File: src/hdl/ecdrbg_pkg.sv
// Shared types and constants for the dual EC random generator.
package ecdrbg_pkg;

	localparam int unsigned CFG_BITS  = 8;
	localparam int unsigned CFG_IDX_BITS = 3;

	localparam logic [CFG_IDX_BITS-1:0] REG_FIELD_PRIME = 3'd0;
	localparam logic [CFG_IDX_BITS-1:0] REG_CURVE_A     = 3'd1;
	localparam logic [CFG_IDX_BITS-1:0] REG_BASE_X      = 3'd2;
	localparam logic [CFG_IDX_BITS-1:0] REG_BASE_Y      = 3'd3;
	localparam logic [CFG_IDX_BITS-1:0] REG_OUT_X       = 3'd4;
	localparam logic [CFG_IDX_BITS-1:0] REG_OUT_Y       = 3'd5;

	localparam logic [CFG_BITS-1:0] RST_FIELD_PRIME = 8'd233;
	localparam logic [CFG_BITS-1:0] RST_CURVE_A     = 8'd1;
	localparam logic [CFG_BITS-1:0] RST_BASE_X      = 8'd3;
	localparam logic [CFG_BITS-1:0] RST_BASE_Y      = 8'd65;
	localparam logic [CFG_BITS-1:0] RST_OUT_X       = 8'd83;
	localparam logic [CFG_BITS-1:0] RST_OUT_Y       = 8'd97;

	typedef struct packed {
		logic signed [63:0] seed;
		logic [6:0]         block_count;
	} req_t;

	typedef struct packed {
		logic [7:0] random_value;
		logic       last;
	} rsp_t;

	// datapath operations
	localparam logic [3:0] OP_NONE   = 4'd0;
	localparam logic [3:0] OP_REDUCE = 4'd1;
	localparam logic [3:0] OP_MUL    = 4'd2;
	localparam logic [3:0] OP_INV    = 4'd3;

	typedef struct packed {
		logic       start;
		logic [3:0] op;
	} dp_cmd_t;

	typedef struct packed {
		logic done;
		logic ok;
	} dp_sts_t;

endpackage

File: src/hdl/ecdrbg_arith.sv
// Modular arithmetic unit: serial reduce, shift-add multiply, Euclid inverse.
module ecdrbg_arith (
	input  logic                    clk,
	input  logic                    arst_n,
	input  ecdrbg_pkg::dp_cmd_t     cmd,
	input  logic [7:0]              opa,
	input  logic [7:0]              opb,
	input  logic [7:0]              modulus,
	output ecdrbg_pkg::dp_sts_t     sts,
	output logic [7:0]              result
);
	import ecdrbg_pkg::*;

	localparam logic [1:0] A_IDLE = 2'd0;
	localparam logic [1:0] A_MUL  = 2'd1;
	localparam logic [1:0] A_INV  = 2'd2;
	localparam logic [1:0] A_DIV  = 2'd3;

	logic [1:0]  st_q;
	logic [3:0]  cnt_q;
	logic [7:0]  acc_q, ma_q, mb_q;
	logic [7:0]  dvd_q, dvs_q, quo_q;
	logic [7:0]  r_q, nr_q;
	logic [8:0]  t_q, nt_q;
	logic        euclid_q;
	logic        done_q, ok_q;
	logic [7:0]  res_q;
	logic [8:0]  m9, dbl, dbl_r, msum, shl, ntn, t_pos;
	logic [7:0]  mul_nxt, rem_nxt, quo_nxt, fin_res;
	logic [17:0] prodw;
	logic        sub_ok, mul_fin, div_fin, inv_fin, fin, fin_ok;

	assign m9 = {1'b0, modulus};
	assign sts.done = done_q;
	assign sts.ok   = ok_q;
	assign result   = res_q;

	always_comb begin
		dbl     = {acc_q, 1'b0};
		dbl_r   = (dbl >= m9) ? dbl - m9 : dbl;
		msum    = dbl_r + (mb_q[7] ? {1'b0, ma_q} : 9'd0);
		mul_nxt = (msum >= m9) ? 8'(msum - m9) : msum[7:0];
		shl     = {acc_q, dvd_q[7]};
		sub_ok  = (shl >= {1'b0, dvs_q});
		rem_nxt = sub_ok ? 8'(shl - {1'b0, dvs_q}) : shl[7:0];
		quo_nxt = {quo_q[6:0], sub_ok};
		prodw   = {10'd0, quo_nxt} * {9'd0, nt_q};
		ntn     = t_q - prodw[8:0];
		t_pos   = t_q[8] ? t_q + m9 : t_q;
		mul_fin = (st_q == A_MUL) && (cnt_q == 4'd1);
		div_fin = (st_q == A_DIV) && (cnt_q == 4'd1) && !euclid_q;
		inv_fin = (st_q == A_INV) && (nr_q == 8'd0);
		fin     = mul_fin || div_fin || inv_fin;
		fin_ok  = !inv_fin || (r_q == 8'd1);
		fin_res = mul_fin ? mul_nxt : (div_fin ? rem_nxt : t_pos[7:0]);
	end

	always_ff @(posedge clk or negedge arst_n) begin
		if (!arst_n) begin
			st_q   <= A_IDLE;
			done_q <= 1'b0;
			ok_q   <= 1'b0;
			res_q  <= '0;
			cnt_q  <= '0;
		end else begin
			done_q <= fin;
			if (fin) begin
				ok_q  <= fin_ok;
				res_q <= fin_res;
			end
			unique case (st_q)
				A_IDLE: begin
					if (cmd.start) begin
						unique case (cmd.op)
							OP_REDUCE: begin
								acc_q    <= '0;
								dvd_q    <= opa;
								dvs_q    <= modulus;
								quo_q    <= '0;
								cnt_q    <= 4'd8;
								euclid_q <= 1'b0;
								st_q     <= A_DIV;
							end
							OP_MUL: begin
								acc_q <= '0;
								ma_q  <= opa;
								mb_q  <= opb;
								cnt_q <= 4'd8;
								st_q  <= A_MUL;
							end
							OP_INV: begin
								r_q  <= modulus;
								nr_q <= opa;
								t_q  <= '0;
								nt_q <= 9'd1;
								st_q <= A_INV;
							end
							default: ;
						endcase
					end
				end
				A_MUL: begin
					acc_q <= mul_nxt;
					mb_q  <= {mb_q[6:0], 1'b0};
					cnt_q <= cnt_q - 4'd1;
					if (cnt_q == 4'd1) st_q <= A_IDLE;
				end
				A_DIV: begin
					acc_q <= rem_nxt;
					dvd_q <= {dvd_q[6:0], 1'b0};
					quo_q <= quo_nxt;
					cnt_q <= cnt_q - 4'd1;
					if (cnt_q == 4'd1) begin
						if (euclid_q) begin
							// advance the Euclid state by one quotient
							r_q  <= nr_q;
							nr_q <= rem_nxt;
							t_q  <= nt_q;
							nt_q <= ntn;
							st_q <= A_INV;
						end else begin
							st_q <= A_IDLE;
						end
					end
				end
				A_INV: begin
					if (nr_q == 8'd0) begin
						st_q <= A_IDLE;
					end else begin
						acc_q    <= '0;
						dvd_q    <= r_q;
						dvs_q    <= nr_q;
						quo_q    <= '0;
						cnt_q    <= 4'd8;
						euclid_q <= 1'b1;
						st_q     <= A_DIV;
					end
				end
				default: st_q <= A_IDLE;
			endcase
		end
	end
endmodule

File: src/hdl/ecdrbg_ctrl.sv
// Sequencer for the scalar multiplies, point adds and block loop.
module ecdrbg_ctrl (
	input  logic                clk,
	input  logic                arst_n,
	input  logic                in_valid,
	output logic                in_ready,
	input  ecdrbg_pkg::req_t    in_data,
	output logic                out_valid,
	input  logic                out_ready,
	output ecdrbg_pkg::rsp_t    out_data,
	input  logic [7:0]          cfg_p,
	input  logic [7:0]          cfg_a,
	input  logic [7:0]          cfg_gx,
	input  logic [7:0]          cfg_gy,
	input  logic [7:0]          cfg_qx,
	input  logic [7:0]          cfg_qy,
	output ecdrbg_pkg::dp_cmd_t cmd,
	output logic [7:0]          opa,
	output logic [7:0]          opb,
	input  ecdrbg_pkg::dp_sts_t sts,
	input  logic [7:0]          result
);
	import ecdrbg_pkg::*;

	localparam logic [5:0] S_IDLE = 6'd0;
	localparam logic [5:0] S_RED  = 6'd1;
	localparam logic [5:0] S_BLK  = 6'd2;
	localparam logic [5:0] S_BIT  = 6'd3;
	localparam logic [5:0] S_ADD  = 6'd4;
	localparam logic [5:0] S_OP   = 6'd5;
	localparam logic [5:0] S_WAIT = 6'd6;
	localparam logic [5:0] S_DBL  = 6'd7;
	localparam logic [5:0] S_END  = 6'd8;
	localparam logic [5:0] S_OUT  = 6'd9;
	localparam logic [5:0] S_FIN  = 6'd10;

	logic [5:0]  st_q;
	logic [63:0] k_q, s_q;
	logic [6:0]  n_q, i_q;
	logic [7:0]  a_q, gx_q, gy_q, qx_q, qy_q;
	logic [2:0]  red_q;
	logic        phase_q;
	logic [7:0]  px_q, py_q, ax_q, ay_q;
	logic        pinf_q, ainf_q;
	logic        dbl_q;
	logic [7:0]  ux, uy, vx, vy;
	logic        uinf, vinf;
	logic [3:0]  step_q;
	logic [7:0]  sl_q, t_q, x3_q, rv_q;
	logic [7:0]  m;
	logic        ovalid_q;
	rsp_t        odata_q;
	logic        started_q;

	assign m = cfg_p;
	assign in_ready  = (st_q == S_IDLE) && !ovalid_q;
	assign out_valid = ovalid_q;
	assign out_data  = odata_q;

	function automatic logic [7:0] madd(input logic [7:0] x, input logic [7:0] y,
			input logic [7:0] md);
		logic [8:0] s;
		s = {1'b0, x} + {1'b0, y};
		return (s >= {1'b0, md}) ? 8'(s - {1'b0, md}) : s[7:0];
	endfunction

	function automatic logic [7:0] msub(input logic [7:0] x, input logic [7:0] y,
			input logic [7:0] md);
		return (x >= y) ? x - y : 8'({1'b0, x} + {1'b0, md} - {1'b0, y});
	endfunction

	always_comb begin
		ux = dbl_q ? px_q : ax_q;
		uy = dbl_q ? py_q : ay_q;
		uinf = dbl_q ? pinf_q : ainf_q;
		vx = px_q;
		vy = py_q;
		vinf = pinf_q;
	end

	always_ff @(posedge clk or negedge arst_n) begin
		if (!arst_n) begin
			st_q      <= S_IDLE;
			ovalid_q  <= 1'b0;
			cmd       <= '0;
			started_q <= 1'b0;
		end else begin
			if (ovalid_q && out_ready) ovalid_q <= 1'b0;
			unique case (st_q)
				S_IDLE: begin
					if (in_valid && in_ready) begin
						s_q  <= in_data.seed[63] ? '0 : in_data.seed;
						n_q  <= (in_data.block_count > 7'd64) ? 7'd64 : in_data.block_count;
						i_q  <= '0;
						red_q <= '0;
						started_q <= 1'b0;
						st_q <= (in_data.block_count == '0) ? S_IDLE : S_RED;
					end
				end
				S_RED: begin
					// reduce each config value but p itself mod p; a modulus below 2 gives a zero value
					if (m < 8'd2) begin
						rv_q <= '0;
						st_q <= S_OUT;
					end else if (!started_q) begin
						unique case (red_q)
							3'd0: opa <= cfg_a;
							3'd1: opa <= cfg_gx;
							3'd2: opa <= cfg_gy;
							3'd3: opa <= cfg_qx;
							default: opa <= cfg_qy;
						endcase
						cmd <= '{start: 1'b1, op: OP_REDUCE};
						started_q <= 1'b1;
					end else begin
						cmd.start <= 1'b0;
						if (sts.done) begin
							started_q <= 1'b0;
							unique case (red_q)
								3'd0: a_q  <= result;
								3'd1: gx_q <= result;
								3'd2: gy_q <= result;
								3'd3: qx_q <= result;
								default: qy_q <= result;
							endcase
							red_q <= red_q + 3'd1;
							if (red_q == 3'd4) begin
								phase_q <= 1'b0;
								st_q <= S_BLK;
							end
						end
					end
				end
				S_BLK: begin
					k_q <= s_q;
					px_q <= phase_q ? qx_q : gx_q;
					py_q <= phase_q ? qy_q : gy_q;
					pinf_q <= 1'b0;
					ainf_q <= 1'b1;
					st_q <= S_BIT;
				end
				S_BIT: begin
					if (k_q == '0) begin
						st_q <= S_END;
					end else begin
						dbl_q <= !k_q[0];
						st_q  <= k_q[0] ? S_ADD : S_DBL;
					end
				end
				S_DBL: begin
					dbl_q <= 1'b1;
					st_q  <= S_ADD;
				end
				S_ADD: begin
					// special cases of the point add
					if (uinf) begin
						if (!dbl_q) begin
							ax_q <= vx; ay_q <= vy; ainf_q <= vinf;
						end
						st_q <= dbl_q ? S_FIN : S_DBL;
					end else if (vinf) begin
						st_q <= dbl_q ? S_FIN : S_DBL;
					end else if (ux == vx && madd(uy, vy, m) == 8'd0) begin
						if (dbl_q) pinf_q <= 1'b1; else ainf_q <= 1'b1;
						st_q <= dbl_q ? S_FIN : S_DBL;
					end else begin
						step_q <= '0;
						st_q <= S_OP;
					end
				end
				S_OP: begin
					// step through slope, inverse and result products
					unique case (step_q)
						4'd0: begin
							if (ux != vx || uy != vy) begin
								t_q  <= msub(vy, uy, m);
								opa  <= msub(vx, ux, m);
								cmd  <= '{start: 1'b1, op: OP_INV};
								step_q <= 4'd3;
							end else begin
								opa <= ux; opb <= ux;
								cmd <= '{start: 1'b1, op: OP_MUL};
								step_q <= 4'd0;
							end
							st_q <= S_WAIT;
						end
						4'd1: begin
							t_q <= madd(madd(madd(sl_q, sl_q, m), sl_q, m), a_q, m);
							opa <= madd(uy, uy, m);
							cmd <= '{start: 1'b1, op: OP_INV};
							step_q <= 4'd3;
							st_q <= S_WAIT;
						end
						4'd4: begin
							opa <= t_q; opb <= sl_q;
							cmd <= '{start: 1'b1, op: OP_MUL};
							step_q <= 4'd5;
							st_q <= S_WAIT;
						end
						4'd6: begin
							opa <= sl_q; opb <= sl_q;
							cmd <= '{start: 1'b1, op: OP_MUL};
							t_q <= sl_q;
							step_q <= 4'd7;
							st_q <= S_WAIT;
						end
						4'd8: begin
							x3_q <= msub(msub(sl_q, ux, m), vx, m);
							opa <= t_q;
							opb <= msub(ux, msub(msub(sl_q, ux, m), vx, m), m);
							cmd <= '{start: 1'b1, op: OP_MUL};
							step_q <= 4'd9;
							st_q <= S_WAIT;
						end
						default: begin
							if (dbl_q) begin
								px_q <= x3_q; py_q <= msub(sl_q, uy, m);
							end else begin
								ax_q <= x3_q; ay_q <= msub(sl_q, uy, m);
							end
							st_q <= dbl_q ? S_FIN : S_DBL;
						end
					endcase
				end
				S_WAIT: begin
					cmd.start <= 1'b0;
					if (sts.done) begin
						sl_q <= result;
						if (!sts.ok) begin
							if (dbl_q) pinf_q <= 1'b1; else ainf_q <= 1'b1;
							st_q <= dbl_q ? S_FIN : S_DBL;
						end else begin
							step_q <= step_q + 4'd1;
							st_q <= S_OP;
						end
					end
				end
				S_FIN: begin
					k_q  <= {1'b0, k_q[63:1]};
					st_q <= S_BIT;
				end
				S_END: begin
					if (!phase_q) begin
						s_q <= ainf_q ? 64'd0 : {56'd0, ax_q};
						phase_q <= 1'b1;
						st_q <= S_BLK;
					end else begin
						rv_q <= ainf_q ? 8'd0 : ax_q;
						st_q <= S_OUT;
					end
				end
				S_OUT: begin
					if (!ovalid_q) begin
						ovalid_q <= 1'b1;
						odata_q <= '{random_value: rv_q, last: (i_q + 7'd1 == n_q)};
						i_q <= i_q + 7'd1;
						phase_q <= 1'b0;
						if (i_q + 7'd1 == n_q) st_q <= S_IDLE;
						else if (m < 8'd2) st_q <= S_RED;
						else st_q <= S_BLK;
					end
				end
				default: st_q <= S_IDLE;
			endcase
		end
	end
endmodule

File: src/hdl/ec_dual_drbg_generator.sv
// Top level of the dual EC random generator.
//  channel | signals                        | role
//  in      | in_valid in_ready in_data      | seed and block count request
//  out     | out_valid out_ready out_data   | one random value per block
//  cfg     | cfg_we cfg_index cfg_data      | register writes
// Each block runs two scalar multiplies, one or two point operations per scalar bit;
// a modulus below 2 skips them and gives zero. A point add or double is mostly the
// Euclid inverse, a series of serial divide steps, plus shift-add modular multiplies.
// Reset restores the register defaults; a request is taken only when idle
// with no result waiting, and the sequencer holds before emitting a value
// while the previous result still waits.
module ec_dual_drbg_generator (
	input  logic                clk,
	input  logic                arst_n,
	input  logic                in_valid,
	output logic                in_ready,
	input  ecdrbg_pkg::req_t    in_data,
	output logic                out_valid,
	input  logic                out_ready,
	output ecdrbg_pkg::rsp_t    out_data,
	input  logic                cfg_we,
	input  logic [2:0]          cfg_index,
	input  logic [7:0]          cfg_data
);
	import ecdrbg_pkg::*;

	logic [7:0] p_q, a_q, gx_q, gy_q, qx_q, qy_q;
	dp_cmd_t    cmd;
	dp_sts_t    sts;
	logic [7:0] opa, opb, result;

	always_ff @(posedge clk or negedge arst_n) begin
		if (!arst_n) begin
			p_q  <= RST_FIELD_PRIME;
			a_q  <= RST_CURVE_A;
			gx_q <= RST_BASE_X;
			gy_q <= RST_BASE_Y;
			qx_q <= RST_OUT_X;
			qy_q <= RST_OUT_Y;
		end else if (cfg_we) begin
			unique case (cfg_index)
				REG_FIELD_PRIME: p_q  <= cfg_data;
				REG_CURVE_A:     a_q  <= cfg_data;
				REG_BASE_X:      gx_q <= cfg_data;
				REG_BASE_Y:      gy_q <= cfg_data;
				REG_OUT_X:       qx_q <= cfg_data;
				REG_OUT_Y:       qy_q <= cfg_data;
				default: ;
			endcase
		end
	end

	ecdrbg_ctrl u_ctrl (
		.clk(clk), .arst_n(arst_n),
		.in_valid(in_valid), .in_ready(in_ready), .in_data(in_data),
		.out_valid(out_valid), .out_ready(out_ready), .out_data(out_data),
		.cfg_p(p_q), .cfg_a(a_q), .cfg_gx(gx_q), .cfg_gy(gy_q),
		.cfg_qx(qx_q), .cfg_qy(qy_q),
		.cmd(cmd), .opa(opa), .opb(opb), .sts(sts), .result(result)
	);

	ecdrbg_arith u_arith (
		.clk(clk), .arst_n(arst_n), .cmd(cmd), .opa(opa), .opb(opb),
		.modulus(p_q), .sts(sts), .result(result)
	);
endmodule

File: config.mk
export PLATFORM = sky130hd
export DESIGN_NAME = ec_dual_drbg_generator
export DESIGN_NICKNAME = d
export VERILOG_FILES = /design/src/hdl/ecdrbg_pkg.sv /design/src/hdl/ecdrbg_arith.sv /design/src/hdl/ecdrbg_ctrl.sv /design/src/hdl/ec_dual_drbg_generator.sv
export SDC_FILE = /design/constraint.sdc
export NUM_CORES = 1
export LEC_CHECK = 0
export ABC_CLOCK_PERIOD_IN_PS = 9390
export BUFFER_PORTS_ARGS = -buffer_cell sky130_fd_sc_hd__buf_2
export CELL_PAD_IN_SITES_DETAIL_PLACEMENT = 2
export CELL_PAD_IN_SITES_GLOBAL_PLACEMENT = 2
export CORE_MARGIN = 3
export CORE_UTILIZATION = 25
export CTS_CLUSTER_DIAMETER = 150
export DETAILED_ROUTE_END_ITERATION = 10
export GPL_TIMING_DRIVEN = 0
export PLACE_DENSITY = 0.53
export SLEW_MARGIN = 0
export SYNTH_ARGS = -nofsm -noshare
export SYNTH_HDL_FRONTEND = slang
export SYNTH_SLANG_ARGS = --single-unit
File: constraint.sdc
create_clock -name clk -period 9.39 [get_ports clk]
set_clock_uncertainty 0.1 [all_clocks]
set_input_delay 1.4085 -clock clk [delete_from_list [all_inputs] [get_ports clk]]
set_output_delay 1.4085 -clock clk [all_outputs]
set_load 0.01 [all_outputs]
==> flow_metrics.py, run 1 <==
metrics = {
    "routing": {
        "drc_errors": 0,
        "routed-via-count": 22500,
        "detail_route.wirelength_um": 113000,
        "post_drt_wl_per_cell_um": 25.0,
        "detailedRoute.firstIterationViolations": 1105,
        "first_pass_iters": 5,
        "route.antenna.remaining_nets": 0,
        "detail_route.vias_per_cell": 4.96,
    },
    "synthesis": {
        "synth_seq_area_share_pct": 42.6,
        "post_synthesis_mean_instance_area_um2": 10.7,
        "synth_top_area_cell": "edfxtp_1",
        "synthesis.nets": 3182,
        "yosysWarningCount": 0,
        "top_cells_by_area_in_the_synthesized_netlist": "edfxtp_1 36%, ha_1 10%, mux2_2 5.4%",
        "synthFlopType": "edfxtp_1",
        "syn_area_um2": 29900,
        "netlist.area_leader.share_pct": 36.4,
        "synth_seq_cells": 435,
        "synth_edf_count": 362,
        "ys_async_sr_fraction_pct": 16.8,
        "ys_types": 83,
        "synthCells": 2781,
    },
    "floorplanning": {
        "floorplan.die_area_um2": 124000,
        "top_level_ports": 98,
        "initial_core_util_pct": 25.3,
        "std_cell_core_area_um2": 118000,
        "dieWidth_um": 352,
        "die_height_um": 352,
        "row_count": 126,
    },
    "final_layout": {
        "multi_input_comb_area_um2": 16200,
        "layout-drive-gt1-share_pct": 14.6,
        "finalNonFillerCells": 4546,
        "syn2layout_area_growth_pct": 15.4,
        "top_library_cells_by_usage_in_the_layout_fill_and_taps_aside": "362 x edfxtp_1, 239 x ha_1, 196 x inv_1, 196 x nand2_1, 157 x o21ai_0",
        "final-seq-area_um2": 12700,
        "layout_commonest_cell": "edfxtp_1",
        "filler_cell_count": 12900,
        "nNetsFinal": 3372,
    },
    "status": {
        "run_status": "finished clean",
    },
    "clocking": {
        "clock-root-buffer": "clkbuf_16",
        "ctsHtreeMaxLevel": 2,
        "numClockSinks": 435,
        "cts_made_buffers": 50,
        "cts.reportedPaths.clkPinSlew_ns": 0.06,
        "clock_tree_from_tritoncts": "yes",
        "clk_latency_ns": 0.62,
        "ctsLongestPathBuffers": 3,
    },
    "timing": {
        "hold_slack_ns": 0.320,
        "max_freq_ghz": 0.114,
        "final-hold-violation-count": 0,
        "max-slew-margin-rel_pct": 14.1,
        "finalSetupViolations": 0,
        "worst_pin_slew_ns": 1.29,
        "share_of_the_clock_period_used_by_the_worst_path_after_layout_pct": 93.3,
        "max_slew_violations": 0,
        "post-route-min-period_ns": 8.76,
        "final.setup.tns_ns": 0,
    },
    "grt": {
        "largest_net_degree_at_the_start_of_global_routing": 64,
        "number_of_antenna_violations_at_the_first_check_in_global_routing": 4,
        "grt_pass1_vias": 25300,
        "grt-ovfl-total": 0,
        "first_pass_grt_wire_length_um": 168000,
        "global_route.usage.total_pct": 18.2,
    },
    "critical_path": {
        "arrival_ns": 8.97,
        "slowest_delay_ns": 0.48,
        "critPathKind": "reg2reg",
        "timing.critical_path.slowest_stage_cell": "dfrtp_4",
        "crit_path_frequent_cell": "ha_1",
        "critical_path.startpoint_type": "register",
        "cp_max_fo": 6,
        "wp_data_required_ns": 9.60,
        "setup.worst_path.end_class": "register",
    },
    "placed_design": {
        "hpwlAfterDp_um": 85900,
        "placement.io_buffers": 96,
        "numPlacedInstances": 4419,
        "gpl.final_weighted_congestion": 0.835,
    },
    "flow_run": {
        "timing.max_cap.violations": 0,
    },
    "hold_path": {
        "holdCritPathClass": "reg2reg",
    },
}
what timing repair did:
action / 4_1_cts / 5_1_grt
pin swaps: 2 / 14
gates resized for setup: 35 / 28
setup endpoints to repair: 16 / 16
hold buffers: 0 / 0
setup buffers: 27 / 10
metal layers:
layer / global-route usage (%) / vias to the layer above / share of wire (%)
li1: - / 10500 / -
met3: 1.92 / 115 / 2.8
met2: 32.1 / 306 / 49
met4: 3.84 / 4 / 2.2
met1: 24.0 / 11600 / 46
met5: 0 / - / 0.022
worst max-delay path: cells and delay by family, from the launching register on:
kind                     cells  cell delay [ns]
AO/OA/AOI/OAI               20             3.38
adder cells (fa/ha/maj)      6             1.91
AND/OR/NAND/NOR              9             1.07
multiplexers                 3             0.78
buffers and inverters        4             0.54
flip-flops                   1             0.48
XOR/XNOR                     1             0.17
flip-flops by register name, summed over array words and instances, names as in the netlist, 9 cells and up:
name / flops
u_ctrl.k_q: 63
u_ctrl.s_q: 63
u_arith.nt_q: 9
u_arith.t_q: 9
u_ctrl.out_data: 9
path summary, 6_finish.rpt:
kind	startpoint	end	slack (ns)	cells after the start
min in group asynchronous	arst_n	gy_q[2]	0.65	1
max reg2reg	p_q[1]	u_ctrl.t_q[6]	0.63	43
max	p_q[1]	u_ctrl.t_q[6]	0.63	43
min reg2reg	u_ctrl.rv_q[2]	u_ctrl.out_data[3]	0.32	0
max in group asynchronous	arst_n	qy_q[5]	7.89	2
min	u_ctrl.rv_q[2]	u_ctrl.out_data[3]	0.32	0
synth_stat cells, types with 5 or more instances:
cell,instances
or3_1,12
edfxtp_1,362
a311oi_1,5
fa_1,73
dfstp_2,17
xnor2_1,107
o22ai_1,11
nor4_1,24
o221ai_1,16
ha_1,241
dfrtp_1,56
a211oi_1,21
nand4_1,28
nor3_1,43
nor2_1,149
a22oi_1,25
clkbuf_1,72
xor2_1,55
nand2_1,196
and4_1,5
or4_1,6
a31oi_1,18
a221oi_1,10
o211ai_1,7
a21boi_0,18
o21ai_0,165
o31ai_1,9
inv_1,203
and3_1,24
mux2_2,143
o21a_1,26
buf_1,7
and2_1,111
a21oi_1,141
mux2i_1,63
nand3b_1,6
o31a_1,8
or2_2,7
nand3_1,32
o21bai_1,19
nor2b_1,62
a21o_1,58
o21ai_1,12
nand2b_1,29
metrics by stage:
step                      setup slack (ns)  instance area, um2  utilization, %
final                                0.633               34500            29.2
after global placement               -2.46               32300            27.3
after detailed placement             -3.02               32400            27.4
after global routing               -0.0759               34500            29.2
after floorplan                      0.117               29900               -
after CTS                          0.00874               34300            29.0
final cells by class:
type                            instances  share of cell area (%)
Clock buffer                           63                    3.92
Sequential cell                       435                    37.0
Timing Repair Buffer                  139                    2.44
Tap cell                             1536                    5.58
Antenna cell                            1                 0.00726
Multi-Input combinational cell       2053                    47.1
Buffer                                 84                   0.976
Inverter                              208                    2.34
Clock inverter                         27                   0.664
cell families (layout without fill, tap and decap cells):
family                   after synthesis  after routing  synth area share (%)
multiplexers                         206            206                  7.50
buffers and inverters                293            521                  3.72
adder cells (fa/ha/maj)              314            314                  15.0
AND/OR/NAND/NOR                      749            749                  12.7
XOR/XNOR                             168            168                  5.22
flip-flops                           435            435                  42.6
other                                  0              1                     0
AO/OA/AOI/OAI                        616            616                  13.3
Power of run 1 is left out: the tool's default activity adds up to more than one toggle a clock period on the data nets, which glitch-free logic cannot reach.
==> inputs of run 2 (changes only) <==
BUFFER_PORTS_ARGS = -buffer_cell sky130_fd_sc_hd__buf_4   (was -buffer_cell sky130_fd_sc_hd__buf_2)
==> flow_metrics.py, run 2 (same netlist as run 1, synthesis figures left out) <==
metrics = {
    "critical_path": {
        "cp_max_fo": 9,
        "crit-reg2reg-launch": "u_ctrl.sl_q[2]",
        "timing.rr.end": "u_ctrl.t_q[2]",
        "critical_path.startpoint_type": "register",
        "slowest_delay_ns": 0.93,
        "setup.worst_path.end_class": "register",
        "wp_data_required_ns": 9.62,
        "timing.critical_path.slowest_stage_cell": "edfxtp_1",
        "worstRegToRegCells": 40,
        "setup.worst_path.end": "u_ctrl.t_q[2]",
        "regToRegSetupSlack_ns": 0.73,
        "critPathKind": "reg2reg",
        "arrival_ns": 8.89,
        "crit_path_frequent_cell": "ha_1",
        "critical_path.startpoint": "u_ctrl.sl_q[2]",
    },
    "grt": {
        "largest_net_degree_at_the_start_of_global_routing": 76,
        "grt-ovfl-total": 0,
        "global_route.usage.total_pct": 18.4,
        "number_of_antenna_violations_at_the_first_check_in_global_routing": 5,
        "first_pass_grt_wire_length_um": 170000,
        "grt_pass1_vias": 25300,
    },
    "final_layout": {
        "syn2layout_area_growth_pct": 16.4,
        "final-seq-area_um2": 12700,
        "post-route-cell-area_um2": 34800,
        "top_library_cells_by_usage_in_the_layout_fill_and_taps_aside": "362 x edfxtp_1, 241 x ha_1, 196 x nand2_1, 195 x inv_1, 158 x o21ai_0",
        "multi_input_comb_area_um2": 16200,
        "layout-drive-gt1-share_pct": 14.5,
        "filler_cell_count": 12900,
        "nNetsFinal": 3371,
        "layout_commonest_cell": "edfxtp_1",
        "layout_top_registers": "u_ctrl.k_q x63, u_ctrl.s_q x63",
    },
    "routing": {
        "detail_route.vias_per_cell": 4.97,
        "route.antenna.remaining_nets": 0,
        "detailedRoute.firstIterationViolations": 941,
        "drc_errors": 0,
        "post_drt_wl_per_cell_um": 25.1,
        "detail_route.wirelength_um": 114000,
        "routed-via-count": 22600,
        "first_pass_iters": 5,
    },
    "floorplanning": {
        "dieWidth_um": 352,
        "floorplan.die_area_um2": 124000,
        "initial_core_util_pct": 25.3,
        "row_count": 126,
        "top_level_ports": 98,
        "die_height_um": 352,
        "std_cell_core_area_um2": 118000,
    },
    "clocking": {
        "ctsLongestPathBuffers": 3,
        "clk_latency_ns": 0.62,
        "ctsHoldBuffers": 0,
        "cts.reportedPaths.clkPinSlew_ns": 0.07,
        "clock-root-buffer": "clkbuf_16",
        "ctsHtreeMaxLevel": 2,
        "numClockSinks": 435,
        "clock_tree_from_tritoncts": "yes",
        "cts_made_buffers": 52,
    },
    "placed_design": {
        "dp_worst_setup_slack_ns": -2.87,
        "placement.io_buffers": 96,
        "detailed_place.area_um2": 32600,
        "hpwlAfterDp_um": 86100,
        "gpl.final_weighted_congestion": 0.842,
    },
    "timing": {
        "finalWorstSetupSlack_ns": 0.731,
        "share_of_the_clock_period_used_by_the_worst_path_after_layout_pct": 92.2,
        "max_slew_violations": 0,
        "finalSetupViolations": 0,
        "rsz0062_at_grt": "no",
        "max_freq_ghz": 0.115,
        "worst_pin_slew_ns": 1.28,
        "post-route-min-period_ns": 8.66,
        "max-slew-margin-rel_pct": 12.5,
        "final-hold-violation-count": 0,
    },
    "status": {
        "run_status": "finished clean",
    },
    "flow_run": {
        "timing.max_cap.violations": 0,
    },
    "hold_path": {
        "holdCritPathClass": "reg2reg",
    },
}
run 2: changes by cell type in the layout (fill, tap and decap cells not counted), moves of 3 or more:
| cell | delta |
|---|---|
| buf_2 | -93 |
| clkinv_1 | +5 |
| clkinvlp_4 | +5 |
| clkinv_2 | -5 |
| bufinv_16 | +3 |
| diode_2 | +3 |
| clkbuf_8 | -3 |
| buf_4 | +93 |
run 2: how the worst min path moves through the flow:
| stage | start | to | slack (ns) | cells past startpoint |
|---|---|---|---|---|
| final | u_ctrl.rv_q[1] | u_ctrl.out_data[2] | 0.31 | 0 |
| after floorplan | u_ctrl.rv_q[0] | u_ctrl.out_data[1] | 0.30 | 0 |
| after global placement | u_ctrl.rv_q[7] | u_ctrl.out_data[8] | 0.31 | 0 |
| after CTS | u_ctrl.rv_q[1] | u_ctrl.out_data[2] | 0.32 | 0 |
| after global routing | u_ctrl.rv_q[2] | u_ctrl.out_data[3] | 0.33 | 0 |
| after detailed placement | u_ctrl.rv_q[1] | u_ctrl.out_data[2] | 0.31 | 0 |
run 2: worst max-delay path: cells and delay by family, from the launching register on:
kind,cells,cell delay [ns]
xor+xnor,1,0.19
mux,3,0.68
simple gates,8,0.92
compound gates,19,3.09
buf+inv,3,0.40
fa+ha+maj,6,2.02
flops,1,0.93
run 2: what timing repair did:
| action | 4_1_cts | 5_1_grt |
|---|---|---|
| gates resized for setup | 34 | 31 |
| buffers inserted | 32 | 4 |
| pin swaps | 2 | 12 |
| setup endpoints to repair | 16 | 15 |
run 2: metrics by stage:
stage | instances | setup TNS, ns | hold WS [ns] | util, %
after floorplan | 2781 | 0 | 0.300 | -
after global placement | 4413 | -25.23 | 0.307 | 27.5
after detailed placement | 4417 | -31.16 | 0.308 | 27.6
after CTS | 4544 | 0 | 0.320 | 29.3
after global routing | 4551 | 0 | 0.331 | 29.4
final | 4552 | 0 | 0.314 | 29.4
run 2: cell type report:
type,count,share of cell area (%)
Multi-Input combinational cell,2053,46.6
Clock buffer,60,3.83
Timing Repair Buffer,136,2.97
Tap cell,1536,5.53
Buffer,84,0.971
Clock inverter,36,1.06
Inverter,208,2.33
Sequential cell,435,36.6
Antenna cell,4,0.0288
run 2: metal layers:
layer / routed length [um] / track usage [%] / vias to the layer above
met3: 3260 / 1.68 / 104
met2: 56900 / 32.6 / 329
li1: - / - / 10500
met4: 2570 / 4.36 / 0
met1: 51500 / 24.1 / 11700
met5: 0 / 0 / -
Power of run 2 is left out for the same reason.
==> inputs of run 3 (changes only) <==
CORE_UTILIZATION = 39   (was 25)
PLACE_DENSITY = 0.77   (was 0.53)
==> flow_metrics.py, run 3 (same netlist as run 1, synthesis figures left out) <==
metrics = {
    "clocking": {
        "ctsLongestPathBuffers": 3,
        "cts_made_buffers": 48,
        "clk_latency_ns": 0.61,
        "ctsHoldBuffers": 0,
        "cts.reportedPaths.clkPinSlew_ns": 0.07,
        "ctsHtreeMaxLevel": 2,
        "clock-root-buffer": "clkbuf_16",
        "numClockSinks": 435,
        "clock_tree_from_tritoncts": "yes",
    },
    "timing": {
        "hold_slack_ns": 0.317,
        "max_slew_violations": 0,
        "max-slew-margin-rel_pct": 15.4,
        "worst_pin_slew_ns": 1.26,
        "max_freq_ghz": 0.111,
        "post-route-min-period_ns": 9.02,
        "finalSetupViolations": 0,
        "final-hold-violation-count": 0,
        "share_of_the_clock_period_used_by_the_worst_path_after_layout_pct": 96.0,
    },
    "floorplanning": {
        "row_count": 100,
        "std_cell_core_area_um2": 75200,
        "die_height_um": 283,
        "top_level_ports": 98,
        "initial_core_util_pct": 39.7,
        "floorplan.die_area_um2": 79900,
        "dieWidth_um": 283,
    },
    "placed_design": {
        "hpwlAfterDp_um": 82200,
        "placement.io_buffers": 96,
        "gpl.final_weighted_congestion": 0.882,
    },
    "grt": {
        "global_route.usage.total_pct": 28.4,
        "grt_pass1_vias": 26100,
        "number_of_antenna_violations_at_the_first_check_in_global_routing": 1,
        "largest_net_degree_at_the_start_of_global_routing": 76,
        "first_pass_grt_wire_length_um": 170000,
        "grt-ovfl-total": 0,
    },
    "routing": {
        "routed-via-count": 23700,
        "detailedRoute.firstIterationViolations": 1724,
        "post_drt_wl_per_cell_um": 28.5,
        "drc_errors": 0,
        "detail_route.vias_per_cell": 5.89,
        "first_pass_iters": 5,
        "route.antenna.remaining_nets": 0,
        "detail_route.wirelength_um": 115000,
    },
    "final_layout": {
        "layout_top_registers": "u_ctrl.k_q x63, u_ctrl.s_q x63",
        "nNetsFinal": 3366,
        "layout_commonest_cell": "edfxtp_1",
        "top_library_cells_by_usage_in_the_layout_fill_and_taps_aside": "362 x edfxtp_1, 240 x ha_1, 196 x inv_1, 196 x nand2_1, 149 x o21ai_0",
        "syn2layout_area_growth_pct": 13.7,
        "final_core_occ_pct": 45.1,
        "layout-drive-gt1-share_pct": 14.6,
    },
    "critical_path": {
        "timing.rr.end": "u_ctrl.t_q[4]",
        "critical_path_buf_inv_count": 8,
        "arrival_ns": 9.23,
        "crit-reg2reg-launch": "p_q[5]",
        "slowest_delay_ns": 0.90,
        "critPathKind": "reg2reg",
        "worstRegToRegCells": 40,
        "critical_path.startpoint_type": "register",
        "regToRegSetupSlack_ns": 0.37,
        "setup.worst_path.end_class": "register",
        "timing.critical_path.slowest_stage_cell": "dfstp_2",
        "critPathTopFamily": "compound AO/OA/AOI/OAI gates",
        "critical_path.startpoint": "p_q[5]",
        "cp_max_fo": 7,
        "wp_data_required_ns": 9.61,
    },
    "hold_path": {
        "hold_start": "u_ctrl.rv_q[0]",
        "hold-path-endpoint": "u_ctrl.out_data[1]",
        "hold-path-cell-count": 0,
        "holdCritPathClass": "reg2reg",
    },
    "status": {
        "run_status": "finished clean",
    },
    "flow_run": {
        "timing.max_cap.violations": 0,
    },
}
## run 3: metal layers
| metal | share of wire [%] | up-vias | GRT usage [%] | wire, um |
|---|---|---|---|---|
| met5 | 0 | - | 0 | 0 |
| met4 | 4.2 | 0 | 10.1 | 4780 |
| met3 | 5.5 | 207 | 3.85 | 6350 |
| met2 | 49 | 711 | 49.4 | 55700 |
| met1 | 42 | 12300 | 36.3 | 47900 |
| li1 | - | 10400 | - | - |
## run 3: metrics by stage
stage	setup TNS, ns	area [um2]	setup slack [ns]	cells
6_report	0	33900	0.372	4021
5_1_grt	-1.30	33900	-0.212	4020
4_1_cts	0	33800	0.00482	4010
3_5_place_dp	-30.76	31900	-3.21	3899
3_3_place_gp	-21.87	31900	-2.44	3897
2_1_floorplan	0	29900	0.117	2781
## run 3: final cells by class
| type | instances | area [um2] |
|---|---|---|
| fill | 7721 | 41200 |
| inverter | 208 | 807 |
| tap | 1020 | 1280 |
| timing repair buffer | 135 | 1020 |
| sequential | 435 | 12700 |
| clock buffer | 55 | 1260 |
| clock inverter | 30 | 275 |
| buffer | 84 | 334 |
| antenna | 1 | 2.50 |
| multi-input combinational | 2053 | 16200 |
## run 3: timing repair
action | 4_1_cts | 5_1_grt
gates cloned | 0 | 0
gates resized for setup | 43 | 33
hold endpoints to repair | 0 | 0
pin swaps | 3 | 8
endpoints found under the setup margin | 16 | 16
setup buffers | 27 | 10
## run 3: how the worst max path moves through the flow
stage / end / cells past startpoint
2_1_floorplan: u_ctrl.t_q[0] / 41
5_1_grt: u_ctrl.t_q[4] / 44
3_5_place_dp: u_ctrl.t_q[1] / 41
4_1_cts: u_ctrl.t_q[4] / 43
3_3_place_gp: u_ctrl.t_q[0] / 41
6_report: u_ctrl.t_q[4] / 40
Power of run 3 is left out for the same reason.
